[config.mk]
export PLATFORM = sky130hd
export DESIGN_NAME = porter_duff_pixel_blend
export DESIGN_NICKNAME = d
export VERILOG_FILES = /design/src/rtl/core/pdb_pkg.sv /design/src/rtl/core/pdb_coef.sv /design/src/rtl/core/pdb_chan.sv /design/src/rtl/core/porter_duff_pixel_blend.sv
export SDC_FILE = /design/constraint.sdc
export NUM_CORES = 2
export LEC_CHECK = 0
export ABC_AREA = 0
export BUFFER_PORTS_ARGS = -buffer_cell sky130_fd_sc_hd__buf_4
export CORE_ASPECT_RATIO = 1.75
export CORE_MARGIN = 5
export CORE_UTILIZATION = 55
export CTS_BUF_LIST = sky130_fd_sc_hd__clkbuf_8
export CTS_CLUSTER_DIAMETER = 60
export DETAILED_ROUTE_END_ITERATION = 10
export PLACE_DENSITY = 0.72
export SYNTH_ARGS = -nofsm -noshare
export SYNTH_HDL_FRONTEND = slang
export SYNTH_SLANG_ARGS = --single-unit
export TNS_END_PERCENT = 5
[constraint.sdc]
create_clock -name clk_i -period 6.2 [get_ports clk_i]
set_input_delay 1.55 -clock clk_i [delete_from_list [all_inputs] [get_ports clk_i]]
set_output_delay 1.55 -clock clk_i [all_outputs]
set_load 0.05 [all_outputs]
[src/rtl/core/pdb_pkg.sv]
`timescale 1ns / 1ps
// ----------------------------------------------------------------------------
// pdb_pkg: shared types for the Porter-Duff pixel blender
// Mode codes, pixel payload structs, per-pixel coefficient set, stage enables.
// ----------------------------------------------------------------------------
package pdb_pkg;

  typedef enum logic [3:0] {
    MODE_CLEAR   = 4'd0,
    MODE_SRC     = 4'd1,
    MODE_DST     = 4'd2,
    MODE_SRCOVER = 4'd3,
    MODE_DSTOVER = 4'd4,
    MODE_SRCIN   = 4'd5,
    MODE_DSTIN   = 4'd6,
    MODE_SRCOUT  = 4'd7,
    MODE_DSTOUT  = 4'd8,
    MODE_SRCATOP = 4'd9,
    MODE_DSTATOP = 4'd10,
    MODE_XOR     = 4'd11
  } pdb_mode_e;

  // Term that is added undivided to the scaled product sum.
  typedef enum logic [1:0] {
    BASE_ZERO = 2'd0,
    BASE_SRC  = 2'd1,
    BASE_DST  = 2'd2
  } pdb_base_e;

  localparam logic [7:0] ALPHA_FULL = 8'd255;
  localparam logic [7:0] ALPHA_NONE = 8'd0;
  localparam logic [7:0] ROUND_HALF = 8'd128;

  typedef struct packed {
    logic [7:0] src_alpha;
    logic [7:0] src_red;
    logic [7:0] src_green;
    logic [7:0] src_blue;
    logic [7:0] dst_alpha;
    logic [7:0] dst_red;
    logic [7:0] dst_green;
    logic [7:0] dst_blue;
  } pdb_in_t;

  typedef struct packed {
    logic [7:0] out_alpha;
    logic [7:0] out_red;
    logic [7:0] out_green;
    logic [7:0] out_blue;
  } pdb_out_t;

  // Per pixel: r = base + div255(src_k * s + dst_k * d), same for all channels.
  typedef struct packed {
    pdb_base_e  base_sel;
    logic [7:0] src_k;
    logic [7:0] dst_k;
  } pdb_coef_t;

  // Load enables of the four register stages.
  typedef struct packed {
    logic s1;
    logic s2;
    logic s3;
    logic s4;
  } pdb_adv_t;

endpackage

[src/rtl/core/pdb_coef.sv]
`timescale 1ns / 1ps
// ----------------------------------------------------------------------------
// pdb_coef: mode decode stage
// Turns mode and the two alphas into one coefficient set; registers pixel too.
// ----------------------------------------------------------------------------
module pdb_coef import pdb_pkg::*; (
  input  logic      clk_i,
  input  logic      en_i,
  input  pdb_mode_e mode_i,
  input  pdb_in_t   pix_i,
  output pdb_in_t   pix_o,
  output pdb_coef_t coef_o
);

  pdb_coef_t coef_d, coef_q;
  pdb_in_t   pix_q;
  logic      sa_full, sa_none, da_full, da_none;
  logic [7:0] inv_sa, inv_da;

  assign sa_full = (pix_i.src_alpha == ALPHA_FULL);
  assign sa_none = (pix_i.src_alpha == ALPHA_NONE);
  assign da_full = (pix_i.dst_alpha == ALPHA_FULL);
  assign da_none = (pix_i.dst_alpha == ALPHA_NONE);
  assign inv_sa  = ALPHA_FULL - pix_i.src_alpha;
  assign inv_da  = ALPHA_FULL - pix_i.dst_alpha;

  always_comb begin
    coef_d.base_sel = BASE_ZERO;
    coef_d.src_k    = 8'd0;
    coef_d.dst_k    = 8'd0;
    unique case (mode_i)
      MODE_SRC: coef_d.base_sel = BASE_SRC;
      MODE_DST: coef_d.base_sel = BASE_DST;
      MODE_SRCOVER: begin
        coef_d.base_sel = BASE_SRC;
        if (!(sa_full || da_none)) coef_d.dst_k = inv_sa;
      end
      MODE_DSTOVER: begin
        priority if (da_none) begin
          coef_d.base_sel = BASE_SRC;
        end else if (da_full || sa_none) begin
          coef_d.base_sel = BASE_DST;
        end else begin
          coef_d.base_sel = BASE_DST;
          coef_d.src_k    = inv_da;
        end
      end
      MODE_SRCIN: begin
        priority if (da_none || sa_none) begin
          coef_d.base_sel = BASE_ZERO;
        end else if (da_full) begin
          coef_d.base_sel = BASE_SRC;
        end else begin
          coef_d.src_k = pix_i.dst_alpha;
        end
      end
      MODE_DSTIN: begin
        if (!(sa_none || da_none)) coef_d.dst_k = pix_i.src_alpha;
      end
      MODE_SRCOUT: begin
        priority if (da_full || sa_none) begin
          coef_d.base_sel = BASE_ZERO;
        end else if (da_none) begin
          coef_d.base_sel = BASE_SRC;
        end else begin
          coef_d.src_k = inv_da;
        end
      end
      MODE_DSTOUT: begin
        if (!(sa_full || da_none)) coef_d.dst_k = inv_sa;
      end
      MODE_SRCATOP: begin
        if (!da_none) begin
          coef_d.src_k = pix_i.dst_alpha;
          coef_d.dst_k = inv_sa;
        end
      end
      MODE_DSTATOP: begin
        if (!sa_none) begin
          coef_d.src_k = inv_da;
          coef_d.dst_k = pix_i.src_alpha;
        end
      end
      MODE_XOR: begin
        priority if (sa_full || da_none) begin
          coef_d.src_k = inv_da;
        end else if (da_full || sa_none) begin
          coef_d.dst_k = inv_sa;
        end else begin
          coef_d.src_k = inv_da;
          coef_d.dst_k = inv_sa;
        end
      end
      default: coef_d.base_sel = BASE_ZERO;  // clear and unused codes
    endcase
  end

  always_ff @(posedge clk_i) begin
    if (en_i) begin
      coef_q <= coef_d;
      pix_q  <= pix_i;
    end
  end

  assign coef_o = coef_q;
  assign pix_o  = pix_q;

endmodule

[src/rtl/core/pdb_chan.sv]
`timescale 1ns / 1ps
// ----------------------------------------------------------------------------
// pdb_chan: one channel datapath, three register stages
// Multiply, sum with rounding bias, scale by 257/65536 then add base and clamp.
// ----------------------------------------------------------------------------
module pdb_chan import pdb_pkg::*; (
  input  logic       clk_i,
  input  pdb_adv_t   adv_i,
  input  pdb_coef_t  coef_i,
  input  logic [7:0] s_i,
  input  logic [7:0] d_i,
  output logic [7:0] r_o
);

  logic [15:0] src_prod_q, dst_prod_q;
  logic [7:0]  base_d, base2_q, base3_q;
  logic [17:0] sum_d, sum_q;
  logic [25:0] scaled;
  logic [9:0]  quot;
  logic [10:0] total;
  logic [7:0]  r_d, r_q;

  always_comb begin
    unique case (coef_i.base_sel)
      BASE_SRC: base_d = s_i;
      BASE_DST: base_d = d_i;
      default:  base_d = 8'd0;
    endcase
  end

  // stage 2: products
  always_ff @(posedge clk_i) begin
    if (adv_i.s2) begin
      src_prod_q <= {8'd0, coef_i.src_k} * {8'd0, s_i};
      dst_prod_q <= {8'd0, coef_i.dst_k} * {8'd0, d_i};
      base2_q    <= base_d;
    end
  end

  // stage 3: sum plus rounding bias, max 130178
  assign sum_d = {2'b00, src_prod_q} + {2'b00, dst_prod_q} + {10'd0, ROUND_HALF};

  always_ff @(posedge clk_i) begin
    if (adv_i.s3) begin
      sum_q   <= sum_d;
      base3_q <= base2_q;
    end
  end

  // stage 4: x*257 = (x << 8) + x, keep bits 25:16
  assign scaled = {sum_q, 8'd0} + {8'd0, sum_q};
  assign quot   = scaled[25:16];
  assign total  = {3'd0, base3_q} + {1'b0, quot};
  assign r_d    = (total > 11'd255) ? 8'd255 : total[7:0];

  always_ff @(posedge clk_i) begin
    if (adv_i.s4) r_q <= r_d;
  end

  assign r_o = r_q;

endmodule

[src/rtl/core/porter_duff_pixel_blend.sv]
`timescale 1ns / 1ps
// ----------------------------------------------------------------------------
// porter_duff_pixel_blend: premultiplied ARGB8888 Porter-Duff compositor
// Twelve modes on a src/dst pixel pair, one pixel per clock unless stalled.
// ----------------------------------------------------------------------------
// Blends one premultiplied source and destination pixel under the mode held
// in the blend mode register (reset: src-over; codes 12 to 15 give zero).
// A new pixel is taken every cycle while the input is not stalled, and
// each pixel passes the four register stages in order: mode decode, 8x8
// multiply, product sum, and scale/saturate, which is the output register.
// Each stage holds one pixel with its own valid bit and loads whenever its
// slot is free or moving on, so a stalled output only backs up the stages
// that are full. Write the mode register only while the pipeline is empty.
// ----------------------------------------------------------------------------
module porter_duff_pixel_blend import pdb_pkg::*; (
  input  logic       clk_i,
  input  logic       rst_ni,
  // mode register write
  input  logic       cfg_we_i,
  input  logic [3:0] cfg_wdata_i,
  // pixel pair in
  input  logic       in_valid_i,
  output logic       in_stall_o,
  input  pdb_in_t    in_data_i,
  // blended pixel out
  output logic       out_valid_o,
  input  logic       out_stall_i,
  output pdb_out_t   out_data_o
);

  pdb_mode_e mode_q;
  logic      v1_q, v2_q, v3_q, v4_q;
  pdb_adv_t  adv;
  pdb_in_t   pix1;
  pdb_coef_t coef1;

  // Blend mode register
  always_ff @(posedge clk_i or negedge rst_ni) begin
    if (!rst_ni) begin
      mode_q <= MODE_SRCOVER;
    end else if (cfg_we_i) begin
      mode_q <= pdb_mode_e'(cfg_wdata_i);
    end
  end

  // A stage loads when it is empty or its content moves on this cycle.
  assign adv.s4     = !v4_q || !out_stall_i;
  assign adv.s3     = !v3_q || adv.s4;
  assign adv.s2     = !v2_q || adv.s3;
  assign adv.s1     = !v1_q || adv.s2;
  assign in_stall_o = !adv.s1;

  always_ff @(posedge clk_i or negedge rst_ni) begin
    if (!rst_ni) begin
      v1_q <= 1'b0;
      v2_q <= 1'b0;
      v3_q <= 1'b0;
      v4_q <= 1'b0;
    end else begin
      if (adv.s1) v1_q <= in_valid_i;
      if (adv.s2) v2_q <= v1_q;
      if (adv.s3) v3_q <= v2_q;
      if (adv.s4) v4_q <= v3_q;
    end
  end

  // Stage 1: mode decode into one coefficient set for all four channels
  pdb_coef u_coef (
    .clk_i  (clk_i),
    .en_i   (adv.s1),
    .mode_i (mode_q),
    .pix_i  (in_data_i),
    .pix_o  (pix1),
    .coef_o (coef1)
  );

  // Stages 2-4: one datapath per channel
  pdb_chan u_chan_a (
    .clk_i  (clk_i),
    .adv_i  (adv),
    .coef_i (coef1),
    .s_i    (pix1.src_alpha),
    .d_i    (pix1.dst_alpha),
    .r_o    (out_data_o.out_alpha)
  );

  pdb_chan u_chan_r (
    .clk_i  (clk_i),
    .adv_i  (adv),
    .coef_i (coef1),
    .s_i    (pix1.src_red),
    .d_i    (pix1.dst_red),
    .r_o    (out_data_o.out_red)
  );

  pdb_chan u_chan_g (
    .clk_i  (clk_i),
    .adv_i  (adv),
    .coef_i (coef1),
    .s_i    (pix1.src_green),
    .d_i    (pix1.dst_green),
    .r_o    (out_data_o.out_green)
  );

  pdb_chan u_chan_b (
    .clk_i  (clk_i),
    .adv_i  (adv),
    .coef_i (coef1),
    .s_i    (pix1.src_blue),
    .d_i    (pix1.dst_blue),
    .r_o    (out_data_o.out_blue)
  );

  assign out_valid_o = v4_q;

  // Input backs up only when every stage is full and the output is stalled.
  a_stall_full: assert property (@(posedge clk_i) disable iff (!rst_ni)
    in_stall_o |-> (v1_q && v2_q && v3_q && v4_q && out_stall_i))
    else $error("input stalled with a free pipeline slot");

  // A free-running output never throttles the input.
  a_no_bubble: assert property (@(posedge clk_i) disable iff (!rst_ni)
    !out_stall_i |-> !in_stall_o)
    else $error("input stalled while output drains");

  // An accepted pixel always lands in stage 1.
  a_accept_lands: assert property (@(posedge clk_i) disable iff (!rst_ni)
    (in_valid_i && !in_stall_o) |=> v1_q)
    else $error("accepted pixel lost at stage 1");

endmodule
# Yosys cells after proc, flatten, opt, wreduce, memory -nomap -nowiden
# Index checks and enable logic that the tools add are counted.
# totals
register_bits	386
in_bits	73
out_inout_bits	34
# classes
n_addsub	18
multipliers	8
magnitude_cmp	4
n_eq_ne	15
muxes	23
n_reduce_logical	17
# op_table
operator	count
8-bit by 8-bit multiplier with 16-bit output	8
26-bit by 18-bit adder with 26-bit output	4
18-bit by 8-bit adder with 18-bit output, second input constant	4
8-bit two-way mux	9
16-bit by 16-bit adder with 17-bit output	4
8-bit one-hot mux with 2 select lines	4
8-bit one-hot mux with 6 select lines	1
8-bit by 10-bit adder with 11-bit output	4
11-bit by 8-bit > comparator with 1-bit output, second input constant	4
16-bit two-way mux	2
8-bit one-hot mux with 4 select lines	1
4-bit by 3-bit equality test with 1-bit output, second input constant	4
4-bit equality test, second input constant	4
8-bit equality test, second input constant	2
8-bit logical NOT	2
8-bit subtractor, first input constant	2
2-bit one-hot mux with 5 select lines	1
4-bit by 2-bit equality test with 1-bit output, second input constant	2
1-bit logical OR	7
1-bit logical NOT	6
2-bit two-way mux	3
4-bit by 1-bit equality test with 1-bit output, second input constant	1
3-bit OR reduction	1
2-bit by 1-bit equality test with 1-bit output, second input constant	1
3 further kinds	4

# Longest topological paths before layout
# logic_depth
depth_word	6
depth_mapped	19

# Modules after synthesis
# Synthesis repeated with hierarchy kept, for this count alone.
# unflattened
cells_unflattened	3338
hier_area_um2	35471.5
# by_module_without_submodules
module	n_inst	cells_each	area_per_inst_um2	seq_area_each_um2
pdb_chan (u_chan_a ...)	2	789	8045.2	2222.1
pdb_chan (u_chan_g)	1	800	8184.1	2222.1
pdb_chan (u_chan_r)	1	776	7958.9	2222.1
pdb_coef	1	162	2922.8	2462.4
porter_duff_pixel_blend	1	22	315.3	202.7

# Least setup slack after synthesis
# Ideal clock, no wire load.
# synth_path
path_kind	input -> output
startpoint	input port out_stall_i
endpoint	output port in_stall_o
arrival_ps	4839
required_ps	4650
path_slack_ps	-189
stages	3
path_cell_list	and3_1 > nand3_1 > inv_1
# synth_via
elab_chain_cells	6
# synth_rtl
item	line	source
start, declared	porter_duff_pixel_blend.sv:27	input logic out_stall_i,
1-bit logical NOT	porter_duff_pixel_blend.sv:47	assign adv.s4 = !v4_q || !out_stall_i;
1-bit logical OR	porter_duff_pixel_blend.sv:47	
1-bit logical OR	porter_duff_pixel_blend.sv:48	assign adv.s3 = !v3_q || adv.s4;
1-bit logical OR	porter_duff_pixel_blend.sv:49	assign adv.s2 = !v2_q || adv.s3;
1-bit logical OR	porter_duff_pixel_blend.sv:50	assign adv.s1 = !v1_q || adv.s2;
1-bit logical NOT	porter_duff_pixel_blend.sv:51	assign in_stall_o = !adv.s1;
end, declared	porter_duff_pixel_blend.sv:23	output logic in_stall_o,
# Every way passes these cells.

# Worst setup path in the final report
# layout_path
startpoint	register u_coef.coef_q (netlist bit u_coef.coef_o[3])
endpoint	register u_chan_r.dst_prod_q[15], data pin
# layout_via
elab_chain_cells	1
# layout_rtl
item	line	source
start, declared	pdb_coef.sv:15	pdb_coef_t coef_d, coef_q;
start signal, assigned	pdb_coef.sv:100	coef_q <= coef_d;
8-bit by 8-bit multiplier with 16-bit output	pdb_chan.sv:35	dst_prod_q <= {8'd0, coef_i.dst_k} * {8'd0, d_i};
end signal, assigned	pdb_chan.sv:35	
end, declared	pdb_chan.sv:15	logic [15:0] src_prod_q, dst_prod_q;
# Every way passes these cells.
# A chain may end at the register's enable or synchronous reset.

==> flow_summary_export.csv <==
group,metric,value,unit
status,status,"finished, final reports clean",
layout,nets,4371,
hold_path,min_to,"u_chan_b.base3_q[4]$_DFFE_PP_",
routing,wl,79600,um
layout,syn_to_final_growth,8.53,%
synth,synth_compound_area_frac,0.0865,
grt,grt_max_degree,162,
synth,synthAdderAreaFrac,0.317,
synth,synthTopCellsByArea,"edfxtp_1 (32%), fa_1 (17%), ha_1 (15%)",
timing,setup_tns,0,ps
grt,grt_pass1_vias,26151,
layout,layout_commonest_cell,"inv_1",
synth,synth_top_family_by_area,"adder cells",
synth,yosysUniqueCellTypes,80,
die,initial_utilization,0.554,
worst_setup_path,worst_setup_path_end_kind,"register",
placed_design,io_buffer_count,106,
synth,synth_ff_type,"edfxtp_1",
synth,muxShareOfSynthArea,0.00461,
layout,n_fill_cell,5348,
cts,htree_levels,2,
routing,wl_per_cell,17.9,um
grt,antenna_found_initial,6,
routing,drt-vias-per-instance,5.66,
layout,finalNonFillerCells,4443,
cts,cts_root_buf,"clkbuf_8",
cts,cts_sinks,386,
timing,holdWs,418,ps
worst_setup_path,required,6660,ps
routing,vias,25146,
hold_path,hold_path_depth,0,
routing,firstDrtPassIters,7,
synth,syn_nets,4274,
die,dieArea,70000,um^2
synth,yosys.area_share.simple,0.153,
hold_path,min-delay-start,"u_chan_b.base2_q[4]$_DFFE_PP_",
timing,setup_slack,942,ps
synth,syn_area_per_cell,10.2,um^2
die,fp.dieW,202,um
placed_design,dp.cells,4326,
synth,yosysTopAreaCell,"edfxtp_1",
grt,grtUsageTotal,0.231,
worst_setup_path,slowest_stage,"edfxtp_1",
timing,slew_viol_final,0,
synth,synth_edf_count,378,
worst_setup_path,r2r_start,"u_coef.coef_o[3]$_DFFE_PN_",
worst_setup_path,cp_num_cells,13,
timing,period_needed,5260,ps
cts,path_clk_slew,70,ps
cts,cts_resized,0,
worst_setup_path,r2r-end,"u_chan_r.dst_prod_q[15]$_DFFE_PP_",
routing,drc,0,
synth,ys_seq_elements,386,
timing,slew_headroom,0.228,
grt,grt_pass1_wl,131000,um
die,ioPinCount,107,
worst_setup_path,crit_type,"register to register",
timing,period_share,0.848,
grt,grt.overflow.total,0,
cts,cts_tree,"built",
routing,drtIter0Drc,1117,
worst_setup_path,r2r_cells,13,
layout,final_cell_mix,"inv_1 (502), ha_1 (426), edfxtp_1 (378)",
synth,yosysWarningCount,0,
synth,synthArstFlopShare,0.0207,
worst_setup_path,cp_max_fo,32,
worst_setup_path,r2r_slack,940,ps
synth,yosysTopAreaCellShare,0.320,
synth,syn-instance-count,3479,
synth,netlist_area,35500,um^2
power_and_ir_drop,ir_drop,243,uV
hold_path,min_path_type,"register to register",
die,coreArea,64200,um^2
synth,yosysSeqAreaShare,0.325,
synth,synthXorXnorAreaFrac,0.0505,
placed_design,hpwl,62300,um
cts,cts_post_setup_buffers_inserted,0,
layout,drive_gt1_frac,0.0714,
cts,cts_buffers,60,
die,rows,123,
timing,setup_violations,0,
worst_setup_path,cp_top_family,"adder cells",
cts,hold_buffers,0,
worst_setup_path,critical_path_buf_inv_count,1,
routing,ant_nets,0,
die,die_y,346,um
timing,worst_pin_slew,1160,ps
worst_setup_path,cp.arrival,5720,ps
timing,final-hold-violation-count,0,
placed_design,dp_slack,918,ps
timing,skew,70.7,ps
worst_setup_path,cp_cell_sequence,"nand2_1 -> fa_1 -> fa_1 -> inv_1 -> fa_1 -> fa_1 -> ha_1 -> a21boi_0 -> o21ai_0 -> a21oi_1 -> a41o_1 -> o41ai_1 -> xnor2_1",
worst_setup_path,crit_path_max_incr_delay,1110,ps
worst_setup_path,startpoint_type,"register",
cts,cts_buffer_depth,3,
cts,clk_latency,730,ps
layout,fin_util,0.601,
timing,timing.fmax,0.190,GHz
power_and_ir_drop,power.density,474,nW/um^2
timing,rsz0062_at_grt,"false",
worst_setup_path,crit_top_cell,"fa_1",
placed_design,gp_congestion,0.887,
run,cap_violations,0,
power_and_ir_drop,leakage,17.9,nW
==> cells in the mapped netlist (36+ instances only) <==
cell,count
inv_1,494
ha_1,426
edfxtp_1,378
nand2_1,362
fa_1,296
and2_1,258
nor2_1,214
xnor2_1,150
a21oi_1,113
clkbuf_1,91
o21ai_0,69
nor3_1,56
xor2_1,55
nand3_1,42
a22oi_1,38
a21o_1,37
nand2b_1,36
==> flip-flops by register name, summed over array words and instances, names as in the netlist, 18 cells and up <==
name            count
u_chan_a.sum_q     18
u_chan_b.sum_q     18
u_chan_g.sum_q     18
u_chan_r.sum_q     18
u_coef.coef_o      18
u_coef.pix_o       64
==> worst max path at each step <==
stage,start,end,slack (ps)
6_report,u_coef.coef_o[3]$_DFFE_PN_,u_chan_r.dst_prod_q[15]$_DFFE_PP_,940
3_5_place_dp,u_coef.coef_o[2]$_DFFE_PN_,u_chan_r.dst_prod_q[15]$_DFFE_PP_,920
5_1_grt,u_coef.coef_o[2]$_DFFE_PN_,u_chan_r.dst_prod_q[15]$_DFFE_PP_,610
3_3_place_gp,u_coef.coef_o[2]$_DFFE_PN_,u_chan_r.dst_prod_q[15]$_DFFE_PP_,1110
4_1_cts,u_coef.coef_o[2]$_DFFE_PN_,u_chan_r.dst_prod_q[15]$_DFFE_PP_,930
2_1_floorplan,out_stall_i,u_chan_a.base2_q[0]$_DFFE_PP_,490
==> per-stage QoR <==
stage / instance area [um^2] / power, mW
3_5_place_dp: 37200 / 15.9
4_1_cts: 38500 / 18.4
5_1_grt: 38500 / 20.0
6_report: 38600 / 18.3
2_1_floorplan: 35500 / 13.3
3_3_place_gp: 37200 / 15.7
==> layer usage <==
layer  routed length, um  share of wire  vias to the layer above  global-route usage
met1               28200           0.35                    12407               0.247
met3                3720          0.047                      222              0.0336
met2               43700           0.55                      615               0.445
met5                  41        0.00051                        -                   0
met4                3930          0.049                        6               0.105
li1                    -              -                    11896                   -
==> power by group <==
part	leakage, nW	internal (mW)	switching, mW
registers	4.06	4.33	0.643
clock network	0.705	1.31	1.08
logic	13.1	4.61	6.29
total	17.9	10.3	8.02
==> final cells by class <==
class / count / area [um^2] / area share
Antenna cell: 3 / 7.51 / 0.000195
Clock buffer: 61 / 840 / 0.0218
Clock inverter: 53 / 499 / 0.0129
Inverter: 495 / 1860 / 0.0483
Multi-Input combinational cell: 2496 / 21700 / 0.564
Sequential cell: 386 / 11600 / 0.300
Tap cell: 812 / 1020 / 0.0264
Timing Repair Buffer: 137 / 1040 / 0.0270
==> cells by family (layout without fill, tap and decap cells) <==
family          count (synthesis)  count (layout)
flops                         386             386
xor+xnor                      205             205
mux                            16              16
compound gates                449             449
fa+ha+maj                     722             722
other cells                     0               3
buf+inv                       597             746
simple gates                 1104            1104
==> worst register-to-register path: stages, from the launching register on <==
cell and delay, ps:
edfxtp_1 1110, nand2_1 230, fa_1 560, fa_1 490
inv_1 60, fa_1 500, fa_1 500, ha_1 340
a21boi_0 150, o21ai_0 250, a21oi_1 130, a41o_1 280
o41ai_1 340, xnor2_1 110
Power figures use the tool's default switching activity.
